## src/rtl/core/lpht_pkg.sv

```systemverilog
package lpht_pkg;

	localparam int SLOT_DEPTH = 1024;
	localparam int KEY_BYTES  = 8;

	localparam int SLOT_AW = (SLOT_DEPTH > 1) ? $clog2(SLOT_DEPTH) : 1;
	localparam int CAP_W   = $clog2(SLOT_DEPTH + 1);
	localparam int KEY_W   = 64;
	localparam int VAL_W   = 32;
	localparam int DATA_W  = 32;
	localparam int ADDR_W  = 3;
	localparam int RIDX_W  = ADDR_W - 2;

	// byte sum of the key, and the remainder unit that works on it two bits a cycle
	localparam int SUM_W     = $clog2(KEY_BYTES * 255 + 1);
	localparam int DIV_STEPS = (SUM_W + 1) / 2;
	localparam int DIV_W     = 2 * DIV_STEPS;
	localparam int DCNT_W    = (DIV_STEPS > 1) ? $clog2(DIV_STEPS) : 1;

	localparam logic [KEY_W-1:0] KEY_MASK = (KEY_BYTES >= 8) ? {KEY_W{1'b1}} :
		KEY_W'((65'd1 << (8 * KEY_BYTES)) - 65'd1);

	localparam logic [CAP_W-1:0] CAP_MIN   = CAP_W'(2);
	localparam logic [CAP_W-1:0] CAP_MAX   = CAP_W'(SLOT_DEPTH);
	localparam logic [CAP_W-1:0] CAP_RESET = (SLOT_DEPTH < 1024) ? CAP_W'(SLOT_DEPTH) :
		CAP_W'(1024);

	localparam logic [RIDX_W-1:0] REG_CAP = RIDX_W'(0);

	typedef logic [1:0] opcode_t;
	localparam opcode_t OP_INSERT = 2'd0;
	localparam opcode_t OP_SEARCH = 2'd1;
	localparam opcode_t OP_REMOVE = 2'd2;

	typedef logic [2:0] status_t;
	localparam status_t ST_INSERTED = 3'd0;
	localparam status_t ST_UPDATED  = 3'd1;
	localparam status_t ST_FULL     = 3'd2;
	localparam status_t ST_FOUND    = 3'd3;
	localparam status_t ST_NOTFOUND = 3'd4;
	localparam status_t ST_REMOVED  = 3'd5;
	localparam status_t ST_MISSED   = 3'd6;

	typedef logic [1:0] mark_t;
	localparam mark_t MARK_EMPTY = 2'd0;
	localparam mark_t MARK_USED  = 2'd1;
	localparam mark_t MARK_GONE  = 2'd2;

	typedef struct packed {
		opcode_t                  opcode;
		logic [KEY_W-1:0]         key;
		logic signed [VAL_W-1:0]  value;
	} item_t;

	typedef struct packed {
		status_t          status;
		logic [CAP_W-1:0] entry_count;
	} result_t;

	typedef struct packed {
		mark_t             mark;
		logic [KEY_W-1:0]  key;
		logic [VAL_W-1:0]  value;
	} slot_t;

	localparam int SLOT_W = $bits(slot_t);

endpackage

```

## src/rtl/core/lpht_home.sv

```systemverilog
module lpht_home (
	input  logic                       clk,
	input  logic                       arst_n,
	input  logic                       start,
	input  logic [lpht_pkg::KEY_W-1:0] key,
	input  logic [lpht_pkg::CAP_W-1:0] cap,
	output logic                       done,
	output logic [lpht_pkg::SLOT_AW-1:0] home
);
	import lpht_pkg::*;

	logic [DIV_W-1:0]  sum_q;
	logic [CAP_W-1:0]  rem_q;
	logic [DCNT_W-1:0] cnt_q;
	logic              run_q;
	logic              done_q;
	logic [SUM_W-1:0]  bsum;
	logic [CAP_W-1:0]  rem_a;
	logic [CAP_W-1:0]  rem_b;

	// one restoring step: shift in a dividend bit, subtract the divisor if it fits
	function automatic logic [CAP_W-1:0] rem_step(input logic [CAP_W-1:0] r, input logic b,
			input logic [CAP_W-1:0] d);
		logic [CAP_W:0] t;
		t = {r, b};
		if (t >= {1'b0, d}) begin
			t = t - {1'b0, d};
		end
		return t[CAP_W-1:0];
	endfunction

	always_comb begin
		bsum = '0;
		for (int i = 0; i < KEY_BYTES; i++) begin
			bsum = bsum + SUM_W'(key[8*i +: 8]);
		end
	end

	assign rem_a = rem_step(rem_q, sum_q[DIV_W-1], cap);
	assign rem_b = rem_step(rem_a, sum_q[DIV_W-2], cap);

	always_ff @(posedge clk or negedge arst_n) begin
		if (!arst_n) begin
			run_q  <= 1'b0;
			done_q <= 1'b0;
			cnt_q  <= '0;
		end else begin
			done_q <= 1'b0;
			if (start) begin
				run_q <= 1'b1;
				cnt_q <= '0;
			end else if (run_q) begin
				cnt_q <= cnt_q + DCNT_W'(1);
				if (cnt_q == DCNT_W'(DIV_STEPS - 1)) begin
					run_q  <= 1'b0;
					done_q <= 1'b1;
				end
			end
		end
	end

	always_ff @(posedge clk) begin
		if (start) begin
			sum_q <= DIV_W'(bsum);
			rem_q <= '0;
		end else if (run_q) begin
			sum_q <= sum_q << 2;
			rem_q <= rem_b;
		end
	end

	assign done = done_q;
	assign home = rem_q[SLOT_AW-1:0];

endmodule

```

## config.mk

```make
export PLATFORM = sky130hd
export DESIGN_NAME = lpht_home
export DESIGN_NICKNAME = d
export VERILOG_FILES = /design/src/rtl/core/lpht_pkg.sv /design/src/rtl/core/lpht_home.sv
export SDC_FILE = /design/constraint.sdc
export NUM_CORES = 1
export LEC_CHECK = 0
export BUFFER_PORTS_ARGS = -buffer_cell sky130_fd_sc_hd__buf_4
export CORE_MARGIN = 5
export CORE_UTILIZATION = 30
export CTS_BUF_LIST = sky130_fd_sc_hd__clkbuf_4
export CTS_CLUSTER_SIZE = 10
export DETAILED_ROUTE_END_ITERATION = 12
export PLACE_DENSITY = 0.55
export SLEW_MARGIN = 25
export SYNTH_ARGS = -nofsm -noshare
export SYNTH_HDL_FRONTEND = slang
export SYNTH_SLANG_ARGS = --single-unit
export TNS_END_PERCENT = 1
```

## constraint.sdc

```tcl
create_clock -name clk -period 7.9 [get_ports clk]
set_input_delay 0.395 -clock clk [delete_from_list [all_inputs] [get_ports clk]]
set_output_delay 0.395 -clock clk [all_outputs]
set_load 0.005 [all_outputs]
```

==> metrics.csv <==
metric;value;unit
Setup WS pre-CTS;2290;ps
DR WL/cell;12.5;microns
syn_nets;614;
crit path to;rem_q[0];
vias in the first global route;3192;
EDFF count, synth;11;
DIE HEIGHT;126;microns
fmax;0.192;GHz
power per cell area;355;nW/um^2
critical path startpoint category;flip-flop;
utilization after layout;37.0;%
Iter 0 DRT Violations;120;
Setup violations, final;0;
Core Area;13200;sq um
Root Buffer;clkbuf_4;
drt pass-1 iters;4;
VDD IR-drop max;122;uV
Clock Sinks;28;
Critical path origin;sum_q[11];
Boundary Pins;89;
Final Slew Violations;0;
status;finished, final reports clean;
largest family of logic cells by synthesized area;adder cells;
Global Route Usage Sum;10.9;%
die area;16000;sq um
remaining global-route overflow;0;
setup TNS;0;ps
Main synth FF type;dfxtp_1;
final hold vios;0;
share of layout cells above drive strength 1;23.1;%
# rows;42;
post-route DRC violation count;0;
H-tree lvl count;1;
synthesized area per cell;9.00;sq um
Routed Wire Length;8760;microns
cts bufs inserted;3;
fin crit period;5210;ps
largest net degree at the start of global routing;34;
clk_lat worst skew;350;ps
Post-DP HPWL;7450;microns
worst r2r dst;rem_q[0];
Multi-input gate area;2780;sq um
ant diodes;0;
CTS-repair resized insts;0;
sequential cell area;696;sq um
Final ANT Viol Nets;0;
Syn Std Cell Area;4070;sq um
post-synthesis mux area share;6.37;%
max_slew headroom;39.0;%
LEAKAGE;2.58;nW
Final GP Congestion;0.826;
worst hold path type;in2async;
Clock Skews;12.4;ps
final worst slack;2690;ps
Setup CP Type;reg2reg;
r2r setup slk;2690;ps
CP Max Fanout;16;
Slew @ Worst Pin;915;ps
initial core utilization;30.7;%
YS warnings;0;
xor/xnor share of the synthesized area;4.52;%
ys async rst share;17.9;%
simple-gate area share of the yosys netlist;9.57;%
initial antenna violation count;0;
crit end category;flip-flop;
Post-Synth Adder-Cell Area;34.9;%
Critical R2R Launch;sum_q[11];
first-pass GRT wire length;14800;microns
post-route insts no fill;703;
Layout fillers;1424;
die width;126;microns
Synth Area in Compound Gates;13.0;%
FF+latch count, synth;28;
P&R area growth vs syn;20.5;%
Period Utilization, post-route;65.9;%
nets@finish;690;
setup bufs post-CTS;0;
Data required, critical path;8200;ps
routed vias;3183;
Cells after DPL;698;
Bufs on Longest Clock Path;2;
Seq/Total Area, Yosys;17.1;%
Hold Buf Count CTS;1;
Post-Syn Instances;452;
# port buffers;88;
Worst-path clk slew;190;ps
DR vias/cell;4.53;
total power;1.74;mW
R2R depth;16;
synth unique cells;55;
RSZ-0062 raised after global routing;false;
CTS tree;built;
Max Cap Viol;0;
CP arrival;5500;ps
report_power, final:
part | switching (mW) | total [mW] | leakage (nW) | internal, mW
combinational | 0.702 | 1.37 | 2.27 | 0.667
clock | 0.0513 | 0.103 | 0.0279 | 0.0513
sequential | 0.0399 | 0.269 | 0.281 | 0.229
kinds of logic after synthesis:
logic type,after synthesis
AO/OA/AOI/OAI,72
XOR/XNOR,21
adder cells (fa/ha/maj),84
buffers and inverters,145
flip-flops,28
multiplexers,24
AND/OR/NAND/NOR,78
critical path, stage by stage (launching register included):
cell and delay (ps):
dfxtp_1 370, inv_1 70, ha_1 200, fa_1 410
nand2b_1 180, a211o_2 330, a21bo_2 200, a21oi_2 570
mux2_2 430, ha_1 330, o21ai_0 240, a21oi_1 150
o211ai_1 190, nand3_1 130, a311oi_4 810, mux2_2 410
o22ai_1 110
layout by cell type (no fill, tap or decap), types with 12 or more instances in the layout:
master,instances
inv_1,127
buf_4,88
fa_1,49
ha_1,35
nor2_1,30
a21oi_1,16
mux2_2,15
nand2_1,12
xnor2_1,12
dfxtp_1,12
metal layers:
| metal | up-vias | GRT usage (%) | part of all wire, % | wire (microns) |
|---|---|---|---|---|
| li1 | 1579 | - | - | - |
| met1 | 1527 | 14.0 | 43 | 3770 |
| met2 | 65 | 19.7 | 51 | 4490 |
| met3 | 12 | 1.77 | 4.1 | 363 |
| met4 | 0 | 1.96 | 1.6 | 136 |
| met5 | - | 0 | 0 | 0 |
stage by stage:
stage	cell area [sq um]	hold slack [ps]
2_1_floorplan	4070	99.4
3_3_place_gp	4830	200
3_5_place_dp	4830	204
4_1_cts	4900	347
5_1_grt	4900	343
6_report	4900	352
registers in the layout, indices dropped and copies added (netlist names):
register and flops:
cnt_q 3, done 1, rem_q 11, run_q 1
sum_q 12
cell usage after synthesis, types with 9 or more instances:
library cell	number	share of area (%)
fa_1	49	24
ha_1	35	11
nand2_1	12	1.1
edfxtp_1	11	8.1
xnor2_1	12	2.6
a21oi_1	17	2.1
xor2_1	9	1.9
mux2i_1	9	2.2
inv_1	127	12
nor2_1	30	2.8
buf_4	10	1.8
o21ai_0	9	1.1
mux2_2	15	4.2
dfxtp_1	12	5.9
worst min path at each step:
stage | depth (start not counted) | end | from | slack (ps)
CTS | 2 | done | arst_n | 350
global placement | 1 | done | arst_n | 200
floorplan | 0 | cnt_q[0] | arst_n | 100
global route | 2 | done | arst_n | 340
detailed placement | 1 | done | arst_n | 200
finish | 2 | done | arst_n | 350
final cells by class:
| cell class | instances | area share [%] |
|---|---|---|
| Sequential cell | 28 | 14.2 |
| Tap cell | 176 | 4.49 |
| Timing Repair Buffer | 89 | 13.7 |
| Multi-Input combinational cell | 279 | 56.8 |
| Inverter | 127 | 9.73 |
| Clock buffer | 3 | 0.460 |
| Clock inverter | 1 | 0.613 |
Note: power is estimated with default switching activity, not from simulation.
