--- src/rtl/core/lpht_ram.sv ---
module lpht_ram #(
	parameter int WIDTH = 8,
	parameter int DEPTH = 16
) (
	input  logic                                  clk,
	input  logic                                  we,
	input  logic [((DEPTH > 1) ? $clog2(DEPTH) : 1)-1:0] waddr,
	input  logic [WIDTH-1:0]                      wdata,
	input  logic                                  re,
	input  logic [((DEPTH > 1) ? $clog2(DEPTH) : 1)-1:0] raddr,
	output logic [WIDTH-1:0]                      rdata
);

	logic [WIDTH-1:0] mem [DEPTH];

	always_ff @(posedge clk) begin
		if (we) begin
			mem[waddr] <= wdata;
		end
		if (re) begin
			rdata <= mem[raddr];
		end
	end

endmodule

--- config.mk ---
export PLATFORM = sky130hd
export DESIGN_NAME = lpht_ram
export DESIGN_NICKNAME = d
export VERILOG_FILES = /design/src/rtl/core/lpht_ram.sv
export SDC_FILE = /design/constraint.sdc
export NUM_CORES = 1
export LEC_CHECK = 0
export BUFFER_PORTS_ARGS = -buffer_cell sky130_fd_sc_hd__buf_2
export CAP_MARGIN = 20
export CORE_MARGIN = 2
export CORE_UTILIZATION = 34
export DETAILED_ROUTE_END_ITERATION = 6
export GPL_ROUTABILITY_DRIVEN = 1
export GPL_TIMING_DRIVEN = 0
export PLACE_DENSITY = 0.58
export SETUP_SLACK_MARGIN = 0.5
export SYNTH_ARGS = -nofsm -noshare
export SYNTH_HDL_FRONTEND = slang
export SYNTH_SLANG_ARGS = --single-unit
export TNS_END_PERCENT = 1
--- constraint.sdc ---
create_clock -name clk -period 2.03 [get_ports clk]
set_input_delay 0.406 -clock clk [delete_from_list [all_inputs] [get_ports clk]]
set_output_delay 0.406 -clock clk [all_outputs]
set_load 0.005 [all_outputs]
==> results of run 1 <==
==> worst max-delay path, delay by kind of cell <==
family / cells / cell delay (ns)
buf+inv: 1 / 0.12
simple gates: 2 / 1.17
==> layer usage <==
layer  share of wire, %  vias up  global-route usage, %
met5                  0        -                      0
met4               0.50        0                  4.848
met3                5.5        4                  4.925
met2                 46       63                  19.66
met1                 48     1245                  18.26
li1                   -     1075                      -
==> cells by family after synthesis <==
kind of cell | after synthesis
AOI/OAI and AO/OA | 16
DFF | 136
and+or+nand+nor | 35
muxes | 32
buffers and inverters | 10
==> cells in the mapped netlist <==
master	number
sky130_fd_sc_hd__nor2_1	13
sky130_fd_sc_hd__buf_2	3
sky130_fd_sc_hd__nand2_1	9
sky130_fd_sc_hd__nand3_1	1
sky130_fd_sc_hd__nor2b_1	1
sky130_fd_sc_hd__and2b_1	1
sky130_fd_sc_hd__nor3_1	4
sky130_fd_sc_hd__buf_4	1
sky130_fd_sc_hd__a22oi_1	16
sky130_fd_sc_hd__nand2b_1	2
sky130_fd_sc_hd__edfxtp_1	136
sky130_fd_sc_hd__and2_1	1
sky130_fd_sc_hd__mux4_1	14
sky130_fd_sc_hd__or3b_2	1
sky130_fd_sc_hd__clkdlybuf4s25_2	3
sky130_fd_sc_hd__buf_6	3
sky130_fd_sc_hd__mux4_2	18
sky130_fd_sc_hd__nand3b_1	2
==> power by group <==
group	internal (mW)	switching, mW
registers	3.16	0.0128
logic	0.127	0.180
clock network	1.80	1.14
==> flip-flops by register name, indices dropped and copies added, names as in the netlist <==
signal  flops
mem       128
rdata       8
==> worst min path at each step <==
stage	startpoint	endpoint	cells past startpoint
2_1_floorplan	wdata[0]	mem[0][0]	0
3_3_place_gp	mem[14][7]	rdata[7]	3
3_5_place_dp	mem[14][6]	rdata[6]	3
4_1_cts	re	rdata[6]	1
5_1_grt	re	rdata[4]	1
6_report	re	rdata[4]	1
==> repair_timing <==
| action | CTS | global route |
|---|---|---|
| resized for setup | 1 | 0 |
| cloned | 0 | 0 |
| setup endpoints to repair | 34 | 45 |
| hold buffers | 0 | 0 |
==> final cells by class <==
cell class	count	area, um^2	area share (%)
buffer	10	97.59	1.579
clock buffer	17	425.4	6.881
clock inverter	15	153.9	2.489
multi-input combinational	83	1039	16.80
sequential	136	4084	66.06
tap	188	235.2	3.805
timing repair buffer	28	147.6	2.388
==> load_flow_metrics.sql, run 1 <==
INSERT INTO impl_metrics (metric_group, metric, value, unit) VALUES
('drt', 'drt_pre_antenna_iters', '4', ''),
('job', 'drv.max_cap_violation_count', '0', ''),
('sta', 'grt_setup_unrepaired', 'yes', ''),
('cts', 'clock_insertion_delay_worst_skew', '0.41', 'ns'),
('grt', 'grt_overflow_total', '0', ''),
('floorplan', 'number_of_rows_created_at_floorplan', '45', ''),
('yosys', 'sequential_cell_area_fraction_in_the_yosys_report', '78.12', '%'),
('setup_path', 'critical_path.cell_chain', 'buf_2, or3b_2, nor2_1', ''),
('yosys', 'synth_adder_area_share', '0', '%'),
('power_and_ir_drop', 'power', '6.432', 'mW'),
('finish', 'syn2layout_area_growth', '18.26', '%'),
('drt', 'num_vias', '2387', ''),
('finish', 'share_of_cells_above_drive_strength_1', '33.56', '%'),
('yosys', 'synthCells', '229', ''),
('yosys', 'synth_compound_area_share', '2.298', '%'),
('finish', 'finalNonFillerCells', '477', ''),
('setup_path', 'crit_required', '2.07', 'ns'),
('setup_path', 'worst_setup_path_endpoint', 'mem[1][2]', ''),
('placement', 'placement.io_buffers', '25', ''),
('setup_path', 'critical_path_peak_fanout', '8', ''),
('finish', 'number_of_nets_at_the_end_of_the_flow', '295', ''),
('cts', 'cts_tree', 'done', ''),
('sta', 'clock.fmax', '0.6037', 'GHz'),
('power_and_ir_drop', 'total_leakage_power', '2.011', 'nW'),
('status', 'outcome', 'completed', ''),
('drt', 'final_antenna_net_count', '0', ''),
('floorplan', 'die_height', '128.0', 'um'),
('placement', 'postPlaceCellArea', '0.005600', 'mm^2'),
('sta', 'min_period_over_period', '81.60', '%'),
('setup_path', 'critPathKind', 'primary input to flop', ''),
('cts', 'h-tree-depth', '4', ''),
('grt', 'first_global_vias', '2518', ''),
('sta', 'tightestPinTransition', '0.7925', 'ns'),
('yosys', 'synthesis.area_per_instance', '22.83', 'um^2'),
('setup_path', 'crit_slowest_cell', 'sky130_fd_sc_hd__nor2_1', ''),
('setup_path', 'worst_path_largest_cell_delay', '0.63', 'ns'),
('power_and_ir_drop', 'vdd_ir_drop_max', '0.0005362', 'V'),
('grt', 'grt_antenna_before_repair', '0', ''),
('yosys', 'yosys_warnings', '0', ''),
('yosys', 'synth.ff_latch_count', '136', ''),
('floorplan', 'design.portCount', '27', ''),
('grt', 'global_route_usage_over_all_layers', '13.34', '%'),
('sta', 'post-route-worst-setup-slack', '0.3734', 'ns'),
('placement', 'gp_routability_congestion', '0.6969', ''),
('yosys', 'postSynthNetCount', '248', ''),
('floorplan', 'fp.dieW', '128.0', 'um'),
('cts', 'clock_path_buffers', '2', ''),
('yosys', 'synth_simple_gate_area_share', '3.135', '%'),
('yosys', 'post_synth_num_cell_types', '18', ''),
('finish', 'antenna_cells', '0', ''),
('setup_path', 'critical_path.endpoint_type', 'flop', ''),
('setup_path', 'cp_arrival', '1.69', 'ns'),
('sta', 'tns', '0', 'ns'),
('setup_path', 'setup.worst_path.start_class', 'primary input', ''),
('grt', 'grt_first_pass_wirelength', '15.26', 'mm'),
('grt', 'grt_start_max_net_pins', '17', ''),
('sta', 'final_layout_worst_hold_slack', '0.3269', 'ns'),
('finish', 'layout.cells.most_common', 'sky130_fd_sc_hd__edfxtp_1', ''),
('setup_path', 'timing.reg2reg.worst_path_depth', '3', ''),
('setup_path', 'critical_path_launch_point', 'waddr[2]', ''),
('cts', 'cts_made_buffers', '17', ''),
('yosys', 'synth_top_family_by_area', 'multiplexers', ''),
('yosys', 'synth_area', '0.005228', 'mm^2'),
('yosys', 'yosys.area.top_type_share', '78.12', '%'),
('drt', 'detailed_router_s_first_iteration_violation_count', '175', ''),
('yosys', 'synthMuxAreaShare', '14.79', '%'),
('placement', 'numPlacedInstances', '445', ''),
('placement', 'place_worst_setup_slack', '-0.08011', 'ns'),
('placement', 'post-dp-hpwl', '6.542', 'mm'),
('sta', 'clock_skew', '0.008762', 'ns'),
('sta', 'hold_violations', '0', '');
Note: power is estimated with default switching activity, not from simulation.
==> run 2: changes to the inputs <==
==> constraint.sdc (replaced) <==
create_clock -name clk -period 1.7 [get_ports clk]
set_input_delay 0.34 -clock clk [delete_from_list [all_inputs] [get_ports clk]]
set_output_delay 0.34 -clock clk [all_outputs]
set_load 0.005 [all_outputs]
==> run 2 against run 1 <==
  * Cell area increased by 1.7%
  * Combinational power increased by 27%
  * Sequential cell count unchanged
  * Register-to-register slack got worse by 0.17 ns
  * Core utilization increased by 0.70 points
  * Sequential share of layout area decreased by 1.1 points
  * First-iteration DRC count decreased by 34%
  * Critical path type is now flop to flop
  * Largest power group unchanged
==> load_flow_metrics.sql, run 2 (synthesis gave the netlist of run 1 again) <==
INSERT INTO impl_metrics (metric_group, metric, value, unit) VALUES
('drt', 'detailed_router_s_first_iteration_violation_count', '116', ''),
('grt', 'global_route_usage_over_all_layers', '13.74', '%'),
('setup_path', 'timing.reg2reg.worst_path_depth', '3', ''),
('setup_path', 'crit_required', '1.85', 'ns'),
('cts', 'cts_root_buffer', 'sky130_fd_sc_hd__clkbuf_16', ''),
('grt', 'grt_antenna_before_repair', '0', ''),
('finish', 'antenna_cells', '0', ''),
('power_and_ir_drop', 'total_switching_power', '1.525', 'mW'),
('power_and_ir_drop', 'power.clock.fraction', '47.0', '%'),
('cts', 'clkSinkCount', '136', ''),
('setup_path', 'critical_path.endpoint_type', 'flop', ''),
('finish', 'regMostFlops', 'mem', ''),
('worst_hold_path', 'worstHoldStart', 're', ''),
('drt', 'drt_pre_antenna_iters', '4', ''),
('setup_path', 'critPathKind', 'flop to flop', ''),
('sta', 'clock_skew', '0.006079', 'ns'),
('floorplan', 'number_of_rows_created_at_floorplan', '45', ''),
('finish', 'reg.largest.list', 'mem x128, rdata x8', ''),
('power_and_ir_drop', 'intPower', '6.372', 'mW'),
('drt', 'route.detailed.drc', '0', ''),
('drt', 'vias_per_inst', '4.927', ''),
('sta', 'final_layout_worst_hold_slack', '0.2760', 'ns'),
('floorplan', 'die_height', '128.0', 'um'),
('drt', 'num_vias', '2355', ''),
('sta', 'tightestPinTransition', '0.7908', 'ns'),
('sta', 'final_max_slew_violation_count', '0', ''),
('worst_hold_path', 'min_delay_path_depth', '1', ''),
('setup_path', 'critical_path_peak_fanout', '1', ''),
('finish', 'num-fill-cells', '1318', ''),
('power_and_ir_drop', 'power.share.sequential', '48.1', '%'),
('power_and_ir_drop', 'netSwitchingFraction', '19.32', '%'),
('cts', 'clock_path_buffers', '2', ''),
('job', 'drv.max_cap_violation_count', '0', ''),
('power_and_ir_drop', 'power_frac_comb', '4.9', '%'),
('finish', 'syn2layout_area_growth', '20.27', '%'),
('grt', 'gr_met2_demand_resource', '20.54', '%'),
('cts', 'clkTransAtPathRegs', '0.06', 'ns'),
('finish', 'layout.cells.most_common_list', 'sky130_fd_sc_hd__edfxtp_1 (136), sky130_fd_sc_hd__mux4_2 (32), sky130_fd_sc_hd__buf_2 (28)', ''),
('floorplan', 'start_util', '34.64', '%'),
('finish', 'number_of_nets_at_the_end_of_the_flow', '296', ''),
('placement', 'placement.io_buffers', '25', ''),
('sta', 'tns', '0', 'ns'),
('drt', 'detail_route.wl_per_cell', '21.00', 'um'),
('placement', 'post-dp-hpwl', '6.565', 'mm'),
('cts', 'cts_hold_repair.buffers', '0', ''),
('floorplan', 'design.core.area', '0.01509', 'mm^2'),
('finish', 'largest_reg_flops', '128', ''),
('setup_path', 'reg2reg_from', 'mem[3][0]', ''),
('power_and_ir_drop', 'vdd_ir_drop_max', '0.0006507', 'V'),
('grt', 'global_routing_usage_on_met3', '4.132', '%'),
('worst_hold_path', 'min_path_type', 'primary input to flop', ''),
('floorplan', 'design.portCount', '27', ''),
('power_and_ir_drop', 'power', '7.898', 'mW'),
('floorplan', 'fp.dieW', '128.0', 'um'),
('finish', 'share_of_cells_above_drive_strength_1', '40.00', '%'),
('power_and_ir_drop', 'power.density', '1256', 'mW/mm^2'),
('cts', 'h-tree-depth', '4', ''),
('sta', 'max_slew_margin', '47.09', '%'),
('floorplan', 'dieArea', '0.01638', 'mm^2'),
('sta', 'min_period_over_period', '86.02', '%'),
('worst_hold_path', 'holdPathEnd', 'rdata[7]', ''),
('setup_path', 'critical_path.reg2reg.endpoint', 'rdata[0]', ''),
('cts', 'cts_tree', 'done', ''),
('setup_path', 'setup.worst_path.start_class', 'flop', ''),
('placement', 'numPlacedInstances', '445', ''),
('sta', 'clock_period_minus_final_worst_setup_slack', '1.462', 'ns'),
('status', 'outcome', 'completed', ''),
('placement', 'gp_routability_congestion', '0.7204', ''),
('finish', 'post-route-util', '41.67', '%'),
('grt', 'grt_busiest_layer', 'met2', ''),
('drt', 'drt_wl_total', '10.04', 'mm'),
('sta', 'clock.fmax', '0.6839', 'GHz'),
('finish', 'multi_input_area', '0.001071', 'mm^2'),
('cts', 'clock_insertion_delay_worst_skew', '0.41', 'ns'),
('grt', 'grt_first_pass_wirelength', '15.47', 'mm'),
('finish', 'finalNonFillerCells', '478', ''),
('grt', 'globalRouteMet1Util', '19.00', '%'),
('power_and_ir_drop', 'total_leakage_power', '2.036', 'nW'),
('grt', 'first_global_vias', '2481', ''),
('sta', 'grt_setup_unrepaired', 'yes', ''),
('sta', 'hold_violations', '0', ''),
('setup_path', 'cp_arrival', '1.61', 'ns'),
('grt', 'grt_start_max_net_pins', '17', ''),
('cts', 'cts_made_buffers', '17', ''),
('grt', 'grt_overflow_total', '0', ''),
('drt', 'final_antenna_net_count', '0', ''),
('finish', 'regArea', '0.004084', 'mm^2'),
('finish', 'layout.cells.most_common', 'sky130_fd_sc_hd__edfxtp_1', ''),
('setup_path', 'regToRegSetupSlack', '0.24', 'ns'),
('sta', 'final-setup-viol-count', '0', '');
==> run 2: cell type report <==
class | count | area share [%]
sequential | 136 | 64.96
multi-input combinational | 83 | 17.03
clock buffer | 17 | 6.766
tap | 188 | 3.741
clock inverter | 15 | 2.925
timing repair buffer | 29 | 2.667
buffer | 10 | 1.910
==> run 2: through the flow <==
stage          area [um^2]  setup slack (ns)
2_1_floorplan         5231            0.1596
3_3_place_gp          5592           -0.5008
3_5_place_dp          5614           -0.2237
4_1_cts               6240            0.2180
5_1_grt               6287            0.1957
6_report              6287            0.2377
==> run 2: timing repair <==
| item | 4_1_cts | 5_1_grt |
|---|---|---|
| pin swaps | 1 | 1 |
| endpoints found under the setup margin | 144 | 144 |
| gates resized for setup | 5 | 6 |
| setup buffers | 0 | 1 |
| hold endpoints to repair | 0 | 0 |
==> run 2: per-layer routing <==
layer  share of wire [%]  up-vias
li1                    -     1069
met1                  45     1216
met2                  48       62
met3                 5.8        8
met4                0.92        0
met5                   0        -
==> run 2: how the worst max path moves through the flow <==
| stage | startpoint | to | slack, ns |
|---|---|---|---|
| 4_1_cts | mem[3][0] | rdata[0] | 0.22 |
| 6_report | mem[3][0] | rdata[0] | 0.24 |
| 5_1_grt | mem[3][0] | rdata[0] | 0.20 |
| 2_1_floorplan | raddr[0] | rdata[1] | 0.16 |
| 3_3_place_gp | waddr[2] | mem[8][1] | -0.50 |
| 3_5_place_dp | waddr[3] | mem[4][7] | -0.22 |
==> run 2: critical path, cell delays in order (launching register included) <==
cell                       delay (ns)
sky130_fd_sc_hd__edfxtp_1        0.37
sky130_fd_sc_hd__mux4_2          0.49
sky130_fd_sc_hd__a22oi_2         0.23
sky130_fd_sc_hd__nand2_1         0.10
==> run 2: power by group through the flow <==
stage	logic [mW]	clock network, mW	registers, mW
finish	0.390	3.71	3.80
global route	0.428	3.92	3.80
CTS	0.391	3.79	3.80
detailed placement	0.383	0	3.86
global placement	0.374	0	3.86
floorplan	0.210	0	3.86
==> run 3: changes to the inputs <==
--- a/config.mk
+++ b/config.mk
@@ -8,11 +8,11 @@
 export BUFFER_PORTS_ARGS = -buffer_cell sky130_fd_sc_hd__buf_2
 export CAP_MARGIN = 20
 export CORE_MARGIN = 2
-export CORE_UTILIZATION = 34
+export CORE_UTILIZATION = 60
 export DETAILED_ROUTE_END_ITERATION = 6
 export GPL_ROUTABILITY_DRIVEN = 1
 export GPL_TIMING_DRIVEN = 0
-export PLACE_DENSITY = 0.58
+export PLACE_DENSITY = 0.87
 export SETUP_SLACK_MARGIN = 0.5
 export SYNTH_ARGS = -nofsm -noshare
 export SYNTH_HDL_FRONTEND = slang
==> run 3 against run 2 <==
  * Critical path depth unchanged
  * Combinational power is essentially flat
  * Via count rose by 7.9%
  * Clock-buffer cell count is the same
  * Worst hold slack lost 0.11 ns
  * First-iteration DRC count rose to 3.5 times the previous value
  * Critical path type unchanged
  * Sequential share of layout area grew 1.6 points
  * Cell area shrank 2.5%
  * Clock skew about the same
  * Sequential power about the same
==> load_flow_metrics.sql, run 3 (synthesis gave the netlist of run 1 again) <==
INSERT INTO impl_metrics (metric_group, metric, value, unit) VALUES
('finish', 'layout.cells.most_common', 'sky130_fd_sc_hd__edfxtp_1', ''),
('floorplan', 'start_util', '60.83', '%'),
('worst_hold_path', 'min_path_type', 'primary input to flop', ''),
('power_and_ir_drop', 'vdd_ir_drop_max', '0.0007833', 'V'),
('floorplan', 'design.portCount', '27', ''),
('grt', 'grt_first_pass_wirelength', '16.35', 'mm'),
('setup_path', 'timing.reg2reg.worst_path_depth', '3', ''),
('cts', 'cts_tree', 'done', ''),
('drt', 'final_antenna_net_count', '0', ''),
('floorplan', 'die_height', '97.34', 'um'),
('power_and_ir_drop', 'netSwitchingFraction', '20.26', '%'),
('finish', 'reg.largest.list', 'mem x128, rdata x8', ''),
('floorplan', 'design.core.area', '0.008593', 'mm^2'),
('setup_path', 'critical_path_launch_point', 'mem[7][1]', ''),
('finish', 'largest_reg_flops', '128', ''),
('power_and_ir_drop', 'intPower', '6.300', 'mW'),
('floorplan', 'dieArea', '0.009475', 'mm^2'),
('sta', 'hold_violations', '0', ''),
('setup_path', 'setup.worst_path.start_class', 'flop', ''),
('placement', 'post-dp-hpwl', '6.109', 'mm'),
('grt', 'grt_overflow_total', '0', ''),
('finish', 'finalNonFillerCells', '397', ''),
('sta', 'clock_period_minus_final_worst_setup_slack', '1.489', 'ns'),
('cts', 'cts_made_buffers', '17', ''),
('drt', 'detail_route.wl_per_cell', '27.31', 'um'),
('setup_path', 'crit_required', '1.97', 'ns'),
('placement', 'placement.io_buffers', '25', ''),
('grt', 'first_global_vias', '2630', ''),
('cts', 'clkSinkCount', '136', ''),
('power_and_ir_drop', 'power.share.sequential', '48.1', '%'),
('finish', 'number_of_nets_at_the_end_of_the_flow', '295', ''),
('sta', 'final_max_slew_violation_count', '0', ''),
('power_and_ir_drop', 'power.clock.fraction', '47.0', '%'),
('job', 'drv.max_cap_violation_count', '0', ''),
('setup_path', 'reg2reg_from', 'mem[7][1]', ''),
('drt', 'num_vias', '2542', ''),
('sta', 'final-setup-viol-count', '0', ''),
('finish', 'share_of_cells_above_drive_strength_1', '37.02', '%'),
('drt', 'drt_wl_total', '10.84', 'mm'),
('sta', 'tightestPinTransition', '0.8519', 'ns'),
('setup_path', 'critical_path.endpoint_type', 'flop', ''),
('status', 'outcome', 'completed', ''),
('setup_path', 'critical_path_peak_fanout', '1', ''),
('finish', 'antenna_cells', '0', ''),
('grt', 'grt_antenna_before_repair', '0', ''),
('finish', 'syn2layout_area_growth', '17.30', '%'),
('drt', 'route.detailed.drc', '0', ''),
('sta', 'grt_setup_unrepaired', 'yes', ''),
('cts', 'post_cts_buffers', '0', ''),
('power_and_ir_drop', 'power_frac_comb', '4.9', '%'),
('setup_path', 'worst_setup_path_endpoint', 'rdata[1]', ''),
('sta', 'clock_skew', '0.006389', 'ns'),
('cts', 'cts_hold_repair.buffers', '0', ''),
('finish', 'regMostFlops', 'mem', ''),
('finish', 'num-fill-cells', '488', ''),
('power_and_ir_drop', 'total_switching_power', '1.600', 'mW'),
('sta', 'max_slew_margin', '42.99', '%'),
('setup_path', 'regToRegSetupSlack', '0.21', 'ns'),
('sta', 'clock.fmax', '0.6714', 'GHz'),
('floorplan', 'number_of_rows_created_at_floorplan', '34', ''),
('grt', 'grt_start_max_net_pins', '17', ''),
('sta', 'min_period_over_period', '87.61', '%'),
('placement', 'postPlaceCellArea', '0.005504', 'mm^2'),
('power_and_ir_drop', 'total_leakage_power', '2.025', 'nW'),
('placement', 'gp_routability_congestion', '0.7258', ''),
('cts', 'clock_path_buffers', '2', ''),
('drt', 'vias_per_inst', '6.403', ''),
('cts', 'clkTransAtPathRegs', '0.06', 'ns'),
('finish', 'layout.cells.most_common_list', 'sky130_fd_sc_hd__edfxtp_1 (136), sky130_fd_sc_hd__mux4_2 (31), sky130_fd_sc_hd__buf_2 (30)', ''),
('power_and_ir_drop', 'power.density', '1288', 'mW/mm^2'),
('cts', 'clock_insertion_delay_worst_skew', '0.52', 'ns'),
('placement', 'numPlacedInstances', '364', ''),
('setup_path', 'critical_path.reg2reg.endpoint', 'rdata[1]', ''),
('finish', 'post-route-cell-area', '0.006132', 'mm^2'),
('cts', 'h-tree-depth', '4', ''),
('drt', 'drt_pre_antenna_iters', '5', ''),
('floorplan', 'fp.dieW', '97.34', 'um'),
('drt', 'detailed_router_s_first_iteration_violation_count', '403', ''),
('setup_path', 'cp_arrival', '1.76', 'ns'),
('cts', 'cts_root_buffer', 'sky130_fd_sc_hd__clkbuf_8', ''),
('setup_path', 'critPathKind', 'flop to flop', ''),
('grt', 'global_route_usage_over_all_layers', '24.64', '%');
## run 3: cell count changes in the layout (fill, tap and decap cells not counted), moves of 2 or more
cell	previous run	this run
sky130_fd_sc_hd__clkinv_4	1	3
sky130_fd_sc_hd__clkinv_2	5	3
sky130_fd_sc_hd__clkinvlp_4	3	1
sky130_fd_sc_hd__clkinv_1	2	4
sky130_fd_sc_hd__nor3_2	3	0
sky130_fd_sc_hd__nor3_1	0	3
sky130_fd_sc_hd__buf_4	3	1
sky130_fd_sc_hd__buf_2	28	30
## run 3: routing by layer
layer | track usage [%] | routed length (um)
met1 | 33.90 | 4257
met4 | 7.051 | 166
met5 | 0 | 0
met3 | 6.475 | 824
met2 | 40.01 | 5595
## run 3: what timing repair did
action / CTS / global route
gates resized for setup: 3 / 2
cloned: 0 / 0
pin swaps: 1 / 1
endpoints found under the setup margin: 121 / 136
## run 3: power groups by stage
stage	Sequential (mW)	Combinational, mW	Clock (mW)
after detailed placement	3.87	0.370	0
final	3.80	0.389	3.71
after global placement	3.86	0.354	0
after global routing	3.81	0.413	3.86
after CTS	3.80	0.386	3.72
after floorplan	3.86	0.210	0
## run 3: worst min path at each step
stage | start | slack, ns | cells after the start | end
after floorplan | wdata[0] | 0.44 | 0 | mem[0][0]
after global placement | re | 0.67 | 1 | rdata[4]
after detailed placement | re | 0.70 | 1 | rdata[3]
after CTS | re | 0.16 | 1 | rdata[7]
after global routing | re | 0.16 | 1 | rdata[7]
final | re | 0.17 | 1 | rdata[7]
## run 3: area by class of cell
type	count	area, um^2	area share (%)
clock inverter	15	183.9	2.999
tap	108	135.1	2.204
multi-input combinational	83	1052	17.16
timing repair buffer	28	142.6	2.326
buffer	10	120.1	1.959
sequential	136	4084	66.60
clock buffer	17	414.1	6.754
## run 3: critical path: stages, from the launching register on
cell and delay, ns:
sky130_fd_sc_hd__edfxtp_1 0.40, sky130_fd_sc_hd__mux4_2 0.54, sky130_fd_sc_hd__a22oi_2 0.20, sky130_fd_sc_hd__nand2_1 0.10
## run 3: metrics by stage
| stage | TNS (ns) | utilization (%) | power, mW | hold slack [ns] | setup slack (ns) |
|---|---|---|---|---|---|
| 3_5_place_dp | -9.915 | 64.05 | 4.237 | 0.7014 | -0.2484 |
| 4_1_cts | 0 | 71.19 | 7.904 | 0.1626 | 0.1968 |
| 3_3_place_gp | -10.27 | 63.91 | 4.213 | 0.6696 | -0.3707 |
| 2_1_floorplan | 0 | - | 4.074 | 0.4389 | 0.1596 |
| 6_report | 0 | 71.36 | 7.900 | 0.1681 | 0.2106 |
| 5_1_grt | 0 | 71.36 | 8.077 | 0.1642 | 0.1894 |
